--- src/sv/nps_pkg.sv ---
// ----------------------------------------------------------------------------
// nps_pkg
// Shared types and constants of the non-preemptive priority scheduler.
// ----------------------------------------------------------------------------
package nps_pkg;

   localparam int MAX_PROCS_DEF = 16;

   localparam int ARR_W     = 16;
   localparam int BURST_W   = 16;
   localparam int PRIO_W    = 8;
   localparam int TIME_W    = 21;
   localparam int PROC_ID_W = 5;

   // One row of the process table.
   typedef struct packed {
      logic [ARR_W-1:0]   arr;
      logic [BURST_W-1:0] burst;
      logic [PRIO_W-1:0]  prio;
   } entry_type;

   typedef enum logic [1:0] {
      ST_LOAD,
      ST_SCAN,
      ST_RESULT
   } state_type;

endpackage

--- src/sv/nonpreemptive_priority_scheduler_core.sv ---
// ----------------------------------------------------------------------------
// nonpreemptive_priority_scheduler_core
// Loads a set of processes into a table and schedules them without preemption
// by priority, emitting start, finish, turnaround and waiting times per process.
// ----------------------------------------------------------------------------
//
//   Channel  Direction  Moves                                   Transfer when
//   req_     in         arrival, burst, priority, last marker   req_valid & req_ready
//   rsp_     out        id, start, finish, turnaround, waiting  rsp_valid & rsp_ready
//
// Each transfer loads one process. Once the last process is in, each decision
// scans the n loaded processes of the table one row per cycle through the
// single read port of the table memory; the read data is registered before
// the compare, and the result is formed once the scan ends.
// Reset is synchronous; it clears the load count, the done flags, the state
// machine and the output valid. The table contents are left as they are.
// One finished result waits in the output register while the next decision is
// scanned. req_ready is low from the transfer of the last process until the
// final result of that schedule has entered the output register.

module nonpreemptive_priority_scheduler_core #(
   parameter int MAX_PROCS = nps_pkg::MAX_PROCS_DEF
) (
   input  logic                           clock,
   input  logic                           reset,

   input  logic                           req_valid,
   output logic                           req_ready,
   input  logic [nps_pkg::ARR_W-1:0]      req_arrival_time,
   input  logic [nps_pkg::BURST_W-1:0]    req_burst_time,
   input  logic [nps_pkg::PRIO_W-1:0]     req_priority_level,
   input  logic                           req_last_in,

   output logic                           rsp_valid,
   input  logic                           rsp_ready,
   output logic [nps_pkg::PROC_ID_W-1:0]  rsp_proc_id,
   output logic [nps_pkg::TIME_W-1:0]     rsp_start_time,
   output logic [nps_pkg::TIME_W-1:0]     rsp_finish_time,
   output logic [nps_pkg::TIME_W-1:0]     rsp_turnaround,
   output logic [nps_pkg::TIME_W-1:0]     rsp_waiting,
   output logic                           rsp_last_out
);

   localparam int IDX_W = (MAX_PROCS > 1) ? $clog2(MAX_PROCS) : 1;
   localparam int CNT_W = $clog2(MAX_PROCS + 1);
   localparam int TW    = nps_pkg::TIME_W;

   // Process table: one synchronous memory, written during loading and read
   // during scans. The two phases never overlap, so no forwarding is needed.
   nps_pkg::entry_type mem [MAX_PROCS];
   nps_pkg::entry_type rd_data_ff;

   nps_pkg::state_type state_ff, state_in;

   logic [CNT_W-1:0]            cnt_ff;
   logic [nps_pkg::ARR_W-1:0]   min_arr_ff;
   logic [TW-1:0]               cur_time_ff;
   logic [CNT_W-1:0]            issue_ff;
   logic                        cmp_vld_ff;
   logic [IDX_W-1:0]            cmp_idx_ff;
   logic [MAX_PROCS-1:0]        done_ff;
   logic [CNT_W-1:0]            dec_ff;

   // Best arrived candidate and best not-yet-arrived candidate of the scan.
   logic                        found_ff;
   nps_pkg::entry_type          best_ff;
   logic [IDX_W-1:0]            best_idx_ff;
   logic                        pend_ff;
   nps_pkg::entry_type          pend_rec_ff;
   logic [IDX_W-1:0]            pend_idx_ff;

   logic                        rsp_valid_ff;
   logic [nps_pkg::PROC_ID_W-1:0] rsp_proc_id_ff;
   logic [TW-1:0]               rsp_start_ff, rsp_finish_ff, rsp_turn_ff, rsp_wait_ff;
   logic                        rsp_last_ff;

   // Control from the state machine.
   logic scan_start, issue_en, rsp_load, sched_done;

   logic                        req_xfer, store_en;
   logic [nps_pkg::ARR_W-1:0]   min_arr_next;
   logic                        last_cmp, last_dec;

   logic                        cand_live, cand_arrived, beats_best, beats_pend;
   nps_pkg::entry_type          cand;

   nps_pkg::entry_type          pick;
   logic [IDX_W-1:0]            pick_idx;
   logic [IDX_W:0]              pick_id_full;
   logic [TW-1:0]               start_t, finish_t, wait_t, turn_t;

   // ------------------------------------------------------------------------
   // Loading
   // ------------------------------------------------------------------------
   assign req_xfer = req_valid && req_ready;
   assign store_en = req_xfer && (cnt_ff < CNT_W'(MAX_PROCS));

   // Earliest arrival of the set, tracked as rows are stored; it is the
   // starting time of the schedule.
   always_comb begin
      if (cnt_ff == '0) begin
         min_arr_next = req_arrival_time;
      end else if (req_arrival_time < min_arr_ff) begin
         min_arr_next = req_arrival_time;
      end else begin
         min_arr_next = min_arr_ff;
      end
   end

   always_ff @(posedge clock) begin
      if (store_en) begin
         mem[cnt_ff[IDX_W-1:0]] <= '{arr: req_arrival_time, burst: req_burst_time,
                                     prio: req_priority_level};
      end
      rd_data_ff <= mem[issue_ff[IDX_W-1:0]];
   end

   // ------------------------------------------------------------------------
   // Scan compare: one table row per cycle, in the cycle after its read
   // ------------------------------------------------------------------------
   assign cand         = rd_data_ff;
   assign cand_live    = cmp_vld_ff && !done_ff[cmp_idx_ff];
   assign cand_arrived = TW'(cand.arr) <= cur_time_ff;

   // Rows arrive in ascending id order, so a strict win keeps the lower id on ties.
   assign beats_best = !found_ff || (cand.prio < best_ff.prio) ||
                       ((cand.prio == best_ff.prio) && (cand.arr < best_ff.arr));

   // With nothing arrived, time jumps to the earliest pending arrival and the
   // pick is the best among processes arriving exactly then.
   assign beats_pend = !pend_ff || (cand.arr < pend_rec_ff.arr) ||
                       ((cand.arr == pend_rec_ff.arr) && (cand.prio < pend_rec_ff.prio));

   assign last_cmp = cmp_vld_ff && ((CNT_W'({1'b0, cmp_idx_ff}) + 1'b1) == cnt_ff);
   assign last_dec = (dec_ff + 1'b1) == cnt_ff;

   // ------------------------------------------------------------------------
   // Result of one decision
   // ------------------------------------------------------------------------
   assign pick         = found_ff ? best_ff : pend_rec_ff;
   assign pick_idx     = found_ff ? best_idx_ff : pend_idx_ff;
   assign pick_id_full = {1'b0, pick_idx} + 1'b1;
   assign start_t      = found_ff ? cur_time_ff : TW'(pend_rec_ff.arr);
   assign finish_t     = start_t + TW'(pick.burst);
   assign wait_t       = start_t - TW'(pick.arr);
   assign turn_t       = wait_t + TW'(pick.burst);

   // ------------------------------------------------------------------------
   // State machine
   // ------------------------------------------------------------------------
   always_ff @(posedge clock) begin
      if (reset) begin
         state_ff <= nps_pkg::ST_LOAD;
      end else begin
         state_ff <= state_in;
      end
   end

   always_comb begin
      state_in   = state_ff;
      req_ready  = 1'b0;
      scan_start = 1'b0;
      issue_en   = 1'b0;
      rsp_load   = 1'b0;
      sched_done = 1'b0;
      unique case (state_ff)
         nps_pkg::ST_LOAD: begin
            req_ready = 1'b1;
            if (req_valid && req_last_in) begin
               scan_start = 1'b1;
               state_in   = nps_pkg::ST_SCAN;
            end
         end
         nps_pkg::ST_SCAN: begin
            issue_en = issue_ff < cnt_ff;
            if (last_cmp) begin
               state_in = nps_pkg::ST_RESULT;
            end
         end
         nps_pkg::ST_RESULT: begin
            if (!rsp_valid_ff || rsp_ready) begin
               rsp_load = 1'b1;
               if (last_dec) begin
                  sched_done = 1'b1;
                  state_in   = nps_pkg::ST_LOAD;
               end else begin
                  scan_start = 1'b1;
                  state_in   = nps_pkg::ST_SCAN;
               end
            end
         end
         default: begin
            state_in = nps_pkg::ST_LOAD;
         end
      endcase
   end

   // ------------------------------------------------------------------------
   // Control registers
   // ------------------------------------------------------------------------
   always_ff @(posedge clock) begin
      if (reset) begin
         cnt_ff     <= '0;
         done_ff    <= '0;
         dec_ff     <= '0;
         issue_ff   <= '0;
         cmp_vld_ff <= 1'b0;
         found_ff   <= 1'b0;
         pend_ff    <= 1'b0;
      end else begin
         cmp_vld_ff <= issue_en;
         if (issue_en) begin
            issue_ff <= issue_ff + 1'b1;
         end

         if (scan_start) begin
            issue_ff <= '0;
            found_ff <= 1'b0;
            pend_ff  <= 1'b0;
         end else if (cand_live) begin
            if (cand_arrived && beats_best) begin
               found_ff <= 1'b1;
            end
            if (!cand_arrived && beats_pend) begin
               pend_ff <= 1'b1;
            end
         end

         // End of the schedule: the load count, done flags and decision count are cleared for the next set.
         if (sched_done) begin
            cnt_ff  <= '0;
            done_ff <= '0;
            dec_ff  <= '0;
         end else begin
            if (store_en) begin
               cnt_ff <= cnt_ff + 1'b1;
            end
            if (rsp_load) begin
               done_ff[pick_idx] <= 1'b1;
               dec_ff            <= dec_ff + 1'b1;
            end
         end
      end
   end

   // ------------------------------------------------------------------------
   // Datapath registers
   // ------------------------------------------------------------------------
   always_ff @(posedge clock) begin
      if (store_en) begin
         min_arr_ff <= min_arr_next;
      end
      if (req_xfer && req_last_in) begin
         cur_time_ff <= TW'(min_arr_next);
      end else if (rsp_load) begin
         cur_time_ff <= finish_t;
      end

      cmp_idx_ff <= issue_ff[IDX_W-1:0];

      if (cand_live && cand_arrived && beats_best) begin
         best_ff     <= cand;
         best_idx_ff <= cmp_idx_ff;
      end
      if (cand_live && !cand_arrived && beats_pend) begin
         pend_rec_ff <= cand;
         pend_idx_ff <= cmp_idx_ff;
      end
   end

   // ------------------------------------------------------------------------
   // Output register
   // ------------------------------------------------------------------------
   always_ff @(posedge clock) begin
      if (reset) begin
         rsp_valid_ff <= 1'b0;
      end else if (rsp_load) begin
         rsp_valid_ff <= 1'b1;
      end else if (rsp_ready) begin
         rsp_valid_ff <= 1'b0;
      end
   end

   always_ff @(posedge clock) begin
      if (rsp_load) begin
         rsp_proc_id_ff <= nps_pkg::PROC_ID_W'(pick_id_full);
         rsp_start_ff   <= start_t;
         rsp_finish_ff  <= finish_t;
         rsp_turn_ff    <= turn_t;
         rsp_wait_ff    <= wait_t;
         rsp_last_ff    <= last_dec;
      end
   end

   assign rsp_valid       = rsp_valid_ff;
   assign rsp_proc_id     = rsp_proc_id_ff;
   assign rsp_start_time  = rsp_start_ff;
   assign rsp_finish_time = rsp_finish_ff;
   assign rsp_turnaround  = rsp_turn_ff;
   assign rsp_waiting     = rsp_wait_ff;
   assign rsp_last_out    = rsp_last_ff;

endmodule

--- config.mk ---
export PLATFORM = sky130hd
export DESIGN_NAME = nonpreemptive_priority_scheduler_core
export DESIGN_NICKNAME = d
export VERILOG_FILES = /design/src/sv/nps_pkg.sv /design/src/sv/nonpreemptive_priority_scheduler_core.sv
export SDC_FILE = /design/constraint.sdc
export NUM_CORES = 1
export LEC_CHECK = 0
export BUFFER_PORTS_ARGS = -buffer_cell sky130_fd_sc_hd__buf_4
export CAP_MARGIN = 20
export CORE_MARGIN = 2
export CORE_UTILIZATION = 65
export DETAILED_ROUTE_END_ITERATION = 12
export GPL_TIMING_DRIVEN = 0
export PLACE_DENSITY = 0.83
export SYNTH_ARGS = -nofsm -noshare
export SYNTH_HDL_FRONTEND = slang
export SYNTH_SLANG_ARGS = --single-unit
--- constraint.sdc ---
create_clock -name clock -period 18.1 [get_ports clock]
set_input_delay 3.62 -clock clock [delete_from_list [all_inputs] [get_ports clock]]
set_output_delay 3.62 -clock clock [all_outputs]
set_load 0.01 [all_outputs]
* Yosys cells after proc, flatten, opt, wreduce, memory -nomap -nowiden
Memory sizes are Yosys's and may differ from the RTL's. A register that Yosys moved wholly into a read port is not among the register bits.
Cells that the tools add are included.
** Word-level totals
- RAM bits :: 640
- Output and inout port bits :: 92
- Bits of input ports :: 45
- Word-level logic and storage cells :: 122
- Memories kept :: 1
- Register bits :: 256
** Memories
- mem :: depth 16, bits a word 40, read ports 1, clocked after Yosys merged registers in 1, wr ports 1, line nonpreemptive_priority_scheduler_core.sv:50 : nps_pkg::entry_type mem [MAX_PROCS];
** Operators by class
- $lt $le $gt $ge :: 11
- Add/sub/neg operators :: 8
- Reductions and logical operators :: 34
- Mux-type cells :: 31
- Equal/unequal tests :: 9
- Bitwise logic cells :: 1
** Operator list (count)
- two-way mux 16 bit :: 4
- less-than comparator 16 bit :: 3
- adder 21 x 16 -> 21 bit :: 2
- two-way mux 40 bit :: 1
- <= comparator 16 x 21 -> 1 bit :: 1
- two-way mux 21 bit :: 1
- subtractor 21 x 16 -> 21 bit :: 1
- two-way mux 1 bit :: 17
- equality test 16 bit :: 1
- less-than comparator 8 bit :: 2
- bitwise OR 16 bit :: 1
- adder 5 x 1 -> 5 bit (second input constant) :: 3
- logical AND 1 bit :: 15
- adder 4 x 1 -> 5 bit (second input constant) :: 2
- equality test 5 bit :: 2
- less-than comparator 4 x 5 -> 1 bit (second input constant) :: 2
- equality test 8 bit :: 1
- two-way mux 2 bit :: 3
- != test 2 bit (second input constant) :: 3
- one-hot mux 2 bit (3 select lines) :: 1
- logical NOT 1 bit :: 5
- logical NOT 5 bit :: 1
- logical OR 1 bit :: 5
- less-than comparator 5 bit :: 1
- other kinds (13) :: 16

* Depth between registers and ports, before layout
Gate-level depths: netlist of the first run.
- Depth in word-level cells :: 6
- Gate-level depth with buffers :: 23
- Mapped depth without buffers :: 20

* Worst setup path after synthesis of the first run
No wires, ideal clock.
- Path type :: input port to flip-flop
- Start :: input req_valid
- End :: memory mem[3][0] (netlist bit) (enable)
- Required time :: 17613 ps
- Setup slack :: 10140 ps
- Cell stages on the path :: 4
- Path buffers :: 1
- Setup time :: 487 ps
- Arrival :: 7473 ps
- Cells stage by stage :: and3_1 > clkbuf_1 > nand2_1 > nor3_1
** On the way
- Cells in the longest elaborated chain, start to end :: 4
** Ends and longest elaborated chain
- from (decl) :: line nonpreemptive_priority_scheduler_core.sv:27 : input logic req_valid,
- logical AND 1 bit :: line nonpreemptive_priority_scheduler_core.sv:95 : assign req_xfer = req_valid && req_ready;
- logical AND 1 bit :: line nonpreemptive_priority_scheduler_core.sv:96 : assign store_en = req_xfer && (cnt_ff < CNT_W'(MAX_PROCS));
- named net store_en :: line nonpreemptive_priority_scheduler_core.sv:80 : logic req_xfer, store_en;
- two-way mux 1 bit :: line nonpreemptive_priority_scheduler_core.sv:111 : if (store_en) begin
- two-way mux 1 bit (implied by the code) :: line nonpreemptive_priority_scheduler_core.sv:112 : mem[cnt_ff[IDX_W-1:0]] <= '{arr: req_arrival_time, burst: req_burst_time,
- to (decl) :: line nonpreemptive_priority_scheduler_core.sv:50
The timed path passes the listed nets, and every way through them passes these cells.

* Final worst setup path of the first run
- Start :: register found_ff
- End :: register rsp_turn_ff[20], in the netlist rsp_turnaround[20] (data pin)
** On the way
- Cells in the longest elaborated chain, start to end :: 3
- Elaborated cells between the ends (all ways) :: 4
- Classes of those cells :: 2 x add/sub; 2 x mux
** Ends and longest elaborated chain
- from (decl) :: line nonpreemptive_priority_scheduler_core.sv:65 : logic found_ff;
- from (signal assigned) :: line nonpreemptive_priority_scheduler_core.sv:208 : found_ff <= 1'b0;
- from (signal assigned) :: line nonpreemptive_priority_scheduler_core.sv:218 : found_ff <= 1'b0;
- from (signal assigned) :: line nonpreemptive_priority_scheduler_core.sv:222 : found_ff <= 1'b1;
- two-way mux 21 bit :: line nonpreemptive_priority_scheduler_core.sv:143 : assign start_t = found_ff ? cur_time_ff : TW'(pend_rec_ff.arr);
- named net start_t[1] :: line nonpreemptive_priority_scheduler_core.sv:90 : logic [TW-1:0] start_t, finish_t, wait_t, turn_t;
- subtractor 21 x 16 -> 21 bit :: line nonpreemptive_priority_scheduler_core.sv:145 : assign wait_t = start_t - TW'(pick.arr);
- named net wait_t[5] :: line nonpreemptive_priority_scheduler_core.sv:90
- adder 21 x 16 -> 21 bit :: line nonpreemptive_priority_scheduler_core.sv:146 : assign turn_t = wait_t + TW'(pick.burst);
- named net turn_t[20] :: line nonpreemptive_priority_scheduler_core.sv:90
- to (signal assigned) :: line nonpreemptive_priority_scheduler_core.sv:289 : rsp_turn_ff <= turn_t;
- to (decl) :: line nonpreemptive_priority_scheduler_core.sv:74 : logic [TW-1:0] rsp_start_ff, rsp_finish_ff, rsp_turn_ff, rsp_wait_ff;
The timed path passes the listed nets, and every way through them passes these cells.
A chain may end at the register's enable or synchronous reset.

==> results.ini, run 1 <==
[cells_and_area]
layout_commonest_cell=edfxtp_1
final_core_util_pct=75.8
fin_cells=3371
mostFrequentLayoutCells=edfxtp_1, mux4_2, ha_1
fill_cells=3188
multiInputGateArea_mm2=0.0114
final_nets=2695
areaGrowthSynthToFinish_pct=15.9
drive_above_1_share_pct=24.6
final-seq-area_mm2=0.0272

[setup_path]
cp.required_ns=18.49
critPathMaxFanout=10
crit_arrival_ns=7.49
critPathKind=reg2reg
critPathSlowestCell=o41ai_1
crit_chain=buf_2, buf_1, clkbuf_1, clkbuf_1, nor2_1, a21oi_1, inv_1, ha_1, nor2b_1, o2111ai_1, and4_1, xnor2_1, ha_1, nand3_1, o211ai_1, o41ai_1, nor2_1, o21ai_0, a41oi_2, o41ai_4, o21ai_1, xor2_1
cpPeakStageDelay_ns=0.69
start_kind=flip-flop
end_kind=flip-flop

[placed_design]
place_inst=3185
dp_hpwl_um=64900
io_buffers=136
place.gp.congestion=0.960

[grt]
antenna_found_initial=16
grt_pass1_vias=23294
grt_start_max_net_pins=76
grt.total_usage_pct=33.8
grt-ovfl-total=0
grt_pass1_wl_um=152000

[sta]
fmax_ghz=0.141
finalSetupTns_ns=0
fin_crit_ns=7.10
maxSlewViolCount=0
setup_violations=0
slew_headroom_pct=28.8
period_share_pct=39.2
grt_setup_unrepaired=false
tightest_slew_ns=1.07
hold_violations=0
clock_skew_ns=0.0233

[detailed_routing]
ant_nets=0
wirelength_um=104000
vias=22663
drt_first_iter_violations=2736
wl_per_cell_um=30.9
drc=0
viasPerCell=6.72
drt-pass1-iter-count=10

[clocking]
cts_inserted_buffers=89
cts_tree=built
clkSinkCount=936
clkLatencyLatePin_ns=0.66
post_cts_buffers=0
clk_pin_slew_worst_paths_ns=0.07
cts_hold_buf=0
post_cts_resized=0
clk_path_buf_depth=3
clockRootBuffer=clkbuf_16
cts_htree_levels=3

[run]
cap_violations=0

[die]
start_util_pct=65.4
rows=90
core-area_mm2=0.0600
die_h_um=250
dieArea_mm2=0.0624
die_w_um=250
ios=137

[pwr]
p_leak_nw=15.6
ir_drop_mv=0.108
power.density_mw_per_mm2=106
finalPower_mw=4.84

[yosys]
syn_avg_cell_area_um2=17.7
synth_cells=2224
synth_flop_cell=edfxtp_1
syn_area_mm2=0.0393
ys_ff_latch=936
synth_cell_types=80
synth_seq_area_share_pct=69.4
synth-edff-count=850
syn_nets=2412
async_flop_share_pct=0
synth-warning-count=0

[outcome]
outcome=finished, final reports clean

[min_path]
hold_path.class=reg2reg

==> per-stage QoR <==
stage / hold slack [ns] / cell area (um^2) / setup slack (ns)
after floorplan: 0.353 / 39300 / 10.14
after detailed placement: 0.369 / 42100 / 10.96
after global routing: 0.389 / 45500 / 10.47
after CTS: 0.377 / 45300 / 10.91
after global placement: 0.367 / 41300 / 6.40
final: 0.377 / 45500 / 11.00
==> cell usage after synthesis (8+ instances only) <==
cell type | number | area share (%)
buf_1 | 15 | 0.14
nand3_1 | 23 | 0.29
o21a_1 | 21 | 0.40
o211ai_1 | 12 | 0.23
nand4_1 | 15 | 0.24
inv_1 | 122 | 1.2
a21oi_1 | 49 | 0.62
xor2_1 | 22 | 0.49
nand2_1 | 83 | 0.79
xnor2_1 | 50 | 1.1
nor3_1 | 25 | 0.32
clkbuf_1 | 57 | 0.55
mux2_2 | 45 | 1.3
mux4_2 | 205 | 12
ha_1 | 140 | 4.5
edfxtp_1 | 850 | 65
dfxtp_1 | 86 | 4.4
or3_1 | 8 | 0.13
nor2_1 | 108 | 1.0
o21ai_0 | 53 | 0.68
a21o_1 | 29 | 0.55
mux2i_1 | 26 | 0.66
nand2b_1 | 15 | 0.24
and2_1 | 10 | 0.16
nor2b_1 | 20 | 0.32
a31oi_1 | 25 | 0.40
==> layout make-up <==
| cell class | instances | area share [%] |
|---|---|---|
| tap | 782 | 2.15 |
| inverter | 123 | 1.02 |
| clock inverter | 52 | 1.57 |
| clock buffer | 116 | 5.41 |
| antenna | 5 | 0.0275 |
| multi-input combinational | 1087 | 25.0 |
| sequential | 936 | 59.9 |
| timing repair buffer | 192 | 4.26 |
| buffer | 78 | 0.668 |
==> sequential cells by signal, indices dropped and copies added, names as in the netlist, 21 cells and up <==
name / count
pend_rec_ff: 40
rsp_start_time: 21
cand: 40
rsp_finish_time: 21
rsp_waiting: 21
best_ff: 40
mem: 640
rsp_turnaround: 21
cur_time_ff: 21
==> cells by family (layout without fill, tap and decap cells) <==
family	count (synthesis)	count (layout)	synth area share [%]
buffers and inverters	201	561	1.94
flip-flops	936	936	69.4
multiplexers	276	276	13.7
AND/OR/NAND/NOR	338	338	4.15
XOR/XNOR	74	74	1.72
AO/OA/AOI/OAI	256	256	4.45
other	0	5	0
adder cells (fa/ha/maj)	143	143	4.61
==> per-layer routing <==
metal | track usage, % | wire (um) | up-vias
met5 | 0 | 129 | -
met4 | 16.9 | 5400 | 18
met3 | 6.80 | 9860 | 346
met2 | 58.4 | 53900 | 1496
met1 | 40.7 | 34700 | 11434
li1 | - | - | 9369
==> critical path, delay by kind of cell, from the launching register on <==
kind / cells / cell delay (ns)
flip-flops: 1 / 0.31
AO/OA/AOI/OAI: 8 / 2.42
AND/OR/NAND/NOR: 5 / 0.85
adder cells (fa/ha/maj): 2 / 0.73
buffers and inverters: 5 / 2.21
XOR/XNOR: 2 / 0.28
==> worst paths after layout <==
path               startpoint                 end  slack [ns]  cells after the start
setup reg to reg     found_ff  rsp_turnaround[20]       11.00                     22
hold / removal    issue_ff[0]       cmp_idx_ff[0]        0.38                      0
setup / recovery     found_ff  rsp_turnaround[20]       11.00                     22
hold reg to reg   issue_ff[0]       cmp_idx_ff[0]        0.38                      0
==> where the power goes <==
group | leakage (nW) | total, mW | switching, mW | internal, mW
registers | 8.39 | 2.44 | 0.0315 | 2.41
logic | 5.62 | 0.378 | 0.221 | 0.157
clock network | 1.55 | 2.02 | 0.856 | 1.16
total | 15.6 | 4.84 | 1.11 | 3.73
Power figures use the tool's default switching activity.
==> inputs of run 2 (changes only) <==
Settings changed: CORE_UTILIZATION 65 to 56, PLACE_DENSITY 0.83 to 0.76.
Clock period 18.1 ns to 6 ns, I/O delays scaled along.
==> run 2 against run 1 <==
  * Maximum frequency grew 26%
  * Utilization shrank 10 points
  * Sequential power grew to 3.0 times the previous value
  * Final cell count grew 4.7%
  * Clock power grew to 2.9 times the previous value
==> results.ini, run 2 (synthesis gave the netlist of run 1 again) <==
[run]
cap_violations=0  ; unchanged

[setup_path]
critPathKind=reg2reg
start_kind=flip-flop
end_kind=flip-flop
crit_arrival_ns=6.05  ; -1.44 ns
cp.required_ns=6.39  ; -12.10 ns
critPathMaxFanout=15  ; +5

[min_path]
hold_path.class=reg2reg

[pwr]
power.density_mw_per_mm2=312  ; +190%
ir_drop_mv=0.255  ; +140%
p_leak_nw=15.5  ; -0.33%

[detailed_routing]
drt-met1-wl_um=35400  ; +2.0%
viasPerCell=6.16  ; -8.4%
dr_wl_met2_um=49200  ; -8.8%
wl_met3_um=8500  ; -14%
ant_nets=0  ; unchanged
drc=0  ; unchanged
routed.top_layer=met5
vias=21752  ; -4.0%
wl_per_cell_um=27.2  ; -12%
drt-pass1-iter-count=5  ; -5
wirelength_um=96000  ; -7.7%
drt_first_iter_violations=2442  ; -11%

[outcome]
outcome=finished, final reports clean

[cells_and_area]
drive_above_1_share_pct=24.6  ; about the same
final_nets=2695  ; unchanged
fill_cells=4591  ; +44%
areaGrowthSynthToFinish_pct=16.0
fin_cells=3531  ; +4.7%
final-seq-area_mm2=0.0272  ; unchanged
largest_reg_flops=640  ; unchanged
layout_commonest_cell=edfxtp_1
mostFrequentLayoutCells=edfxtp_1, mux4_2, ha_1
multiInputGateArea_mm2=0.0114  ; about the same

[die]
dieArea_mm2=0.0722  ; +16%
core-area_mm2=0.0697  ; +16%
die_h_um=269  ; +7.6%
ios=137  ; unchanged
die_w_um=269  ; +7.6%
start_util_pct=56.4  ; -9.1 points
rows=97  ; +7.8%

[sta]
finalSetupTns_ns=0  ; unchanged
slew_headroom_pct=29.6  ; +0.79 points
fmax_ghz=0.177  ; +26%
clock_skew_ns=0.0377  ; +0.0144 ns
period_share_pct=94.3  ; +55 points
maxSlewViolCount=0  ; unchanged
fin_crit_ns=5.66  ; -1.45 ns
tightest_slew_ns=1.06  ; -0.0119 ns
hold_violations=0  ; unchanged
grt_setup_unrepaired=false
setup_violations=0  ; unchanged

[clocking]
clkLatencyLatePin_ns=0.68  ; +0.02 ns
cts_inserted_buffers=91  ; +2.2%
clk_pin_slew_worst_paths_ns=0.06  ; about the same
cts_htree_levels=3  ; unchanged
clk_path_buf_depth=3  ; unchanged
cts_tree=built
cts_hold_buf=0  ; unchanged
clockRootBuffer=clkbuf_16
clkSinkCount=936  ; unchanged

[placed_design]
io_buffers=136  ; unchanged
place_inst=3342  ; +4.9%
place.gp.congestion=0.911  ; -5.2%
dp_hpwl_um=62500  ; -3.7%

[grt]
grt_start_max_net_pins=73  ; -3.9%
antenna_found_initial=6  ; -10
grt.total_usage_pct=26.9  ; -6.9 points
grt_pass1_wl_um=140000  ; -7.5%
grt-ovfl-total=0  ; unchanged
grt_pass1_vias=22171  ; -4.8%

run 2: changes by cell type in the layout (fill, tap and decap cells not counted), moves of 2 or more:
| cell | before | now |
|---|---|---|
| clkinv_1 | 5 | 11 |
| clkinv_2 | 17 | 23 |
| bufinv_16 | 13 | 8 |
| clkbuf_2 | 0 | 4 |
| inv_6 | 4 | 0 |
| buf_6 | 18 | 21 |
| clkbuf_8 | 11 | 8 |
| clkinv_16 | 1 | 3 |
| clkinv_4 | 3 | 1 |
run 2: cell type report:
type,instances,share of cell area [%]
antenna,5,0.0275
buffer,77,0.681
clock buffer,119,5.41
clock inverter,53,1.29
inverter,123,1.01
multi-input combinational,1087,25.0
sequential,936,59.8
tap,940,2.58
timing repair buffer,191,4.17
run 2: worst paths after layout:
path                             startpoint                  to  slack [ns]  depth (start not counted)
worst min register to register  issue_ff[0]       cmp_idx_ff[0]        0.38                          0
worst max-delay path               found_ff  rsp_turnaround[20]        0.34                         21
worst max register to register     found_ff  rsp_turnaround[20]        0.34                         21
worst min-delay path            issue_ff[0]       cmp_idx_ff[0]        0.38                          0
run 2: metrics by stage:
step | setup WS [ns] | instance area [um^2] | power [mW] | hold slack [ns] | utilization, %
2_1_floorplan | 0.263 | 39300 | 8.15 | 0.353 | -
3_3_place_gp | -3.48 | 41500 | 8.48 | 0.368 | 59.5
4_1_cts | 0.0759 | 45300 | 14.3 | 0.374 | 65.1
3_5_place_dp | -1.11 | 42300 | 8.55 | 0.373 | 60.7
5_1_grt | 0.0174 | 45500 | 14.6 | 0.381 | 65.4
6_report | 0.343 | 45500 | 14.2 | 0.384 | 65.4
run 2: where the power goes:
part | leakage (nW) | switching (mW) | internal, mW | total [mW]
Clock | 1.49 | 2.50 | 3.28 | 5.77
Sequential | 8.39 | 0.0888 | 7.27 | 7.36
Combinational | 5.63 | 0.620 | 0.468 | 1.09
run 2: critical path: stages, from the launching register on:
cell and delay (ns):
dfxtp_1 0.30, buf_2 0.40, clkbuf_4 0.37, buf_2 0.36, nor2_1 0.13, a21oi_2 0.25
inv_1 0.14, ha_1 0.32, nor2b_1 0.15, o2111ai_1 0.20, and4_1 0.34, xnor2_1 0.18
ha_1 0.32, nand3_1 0.11, o211ai_1 0.14, o41ai_2 0.43, nor2_1 0.10, o21ai_0 0.14
a41oi_2 0.24, o41ai_4 0.40, o21ai_1 0.20, xor2_1 0.17
run 2: per-layer routing:
layer,up-vias,GRT usage (%)
li1,9398,-
met1,11021,34.4
met2,1138,46.3
met3,191,5.11
met4,4,9.47
met5,-,0
run 2: what timing repair did:
action | 4_1_cts | 5_1_grt
setup endpoints to repair | 12 | 5
gates cloned | 0 | 0
buffers inserted | 0 | 0
resized for setup | 3 | 13
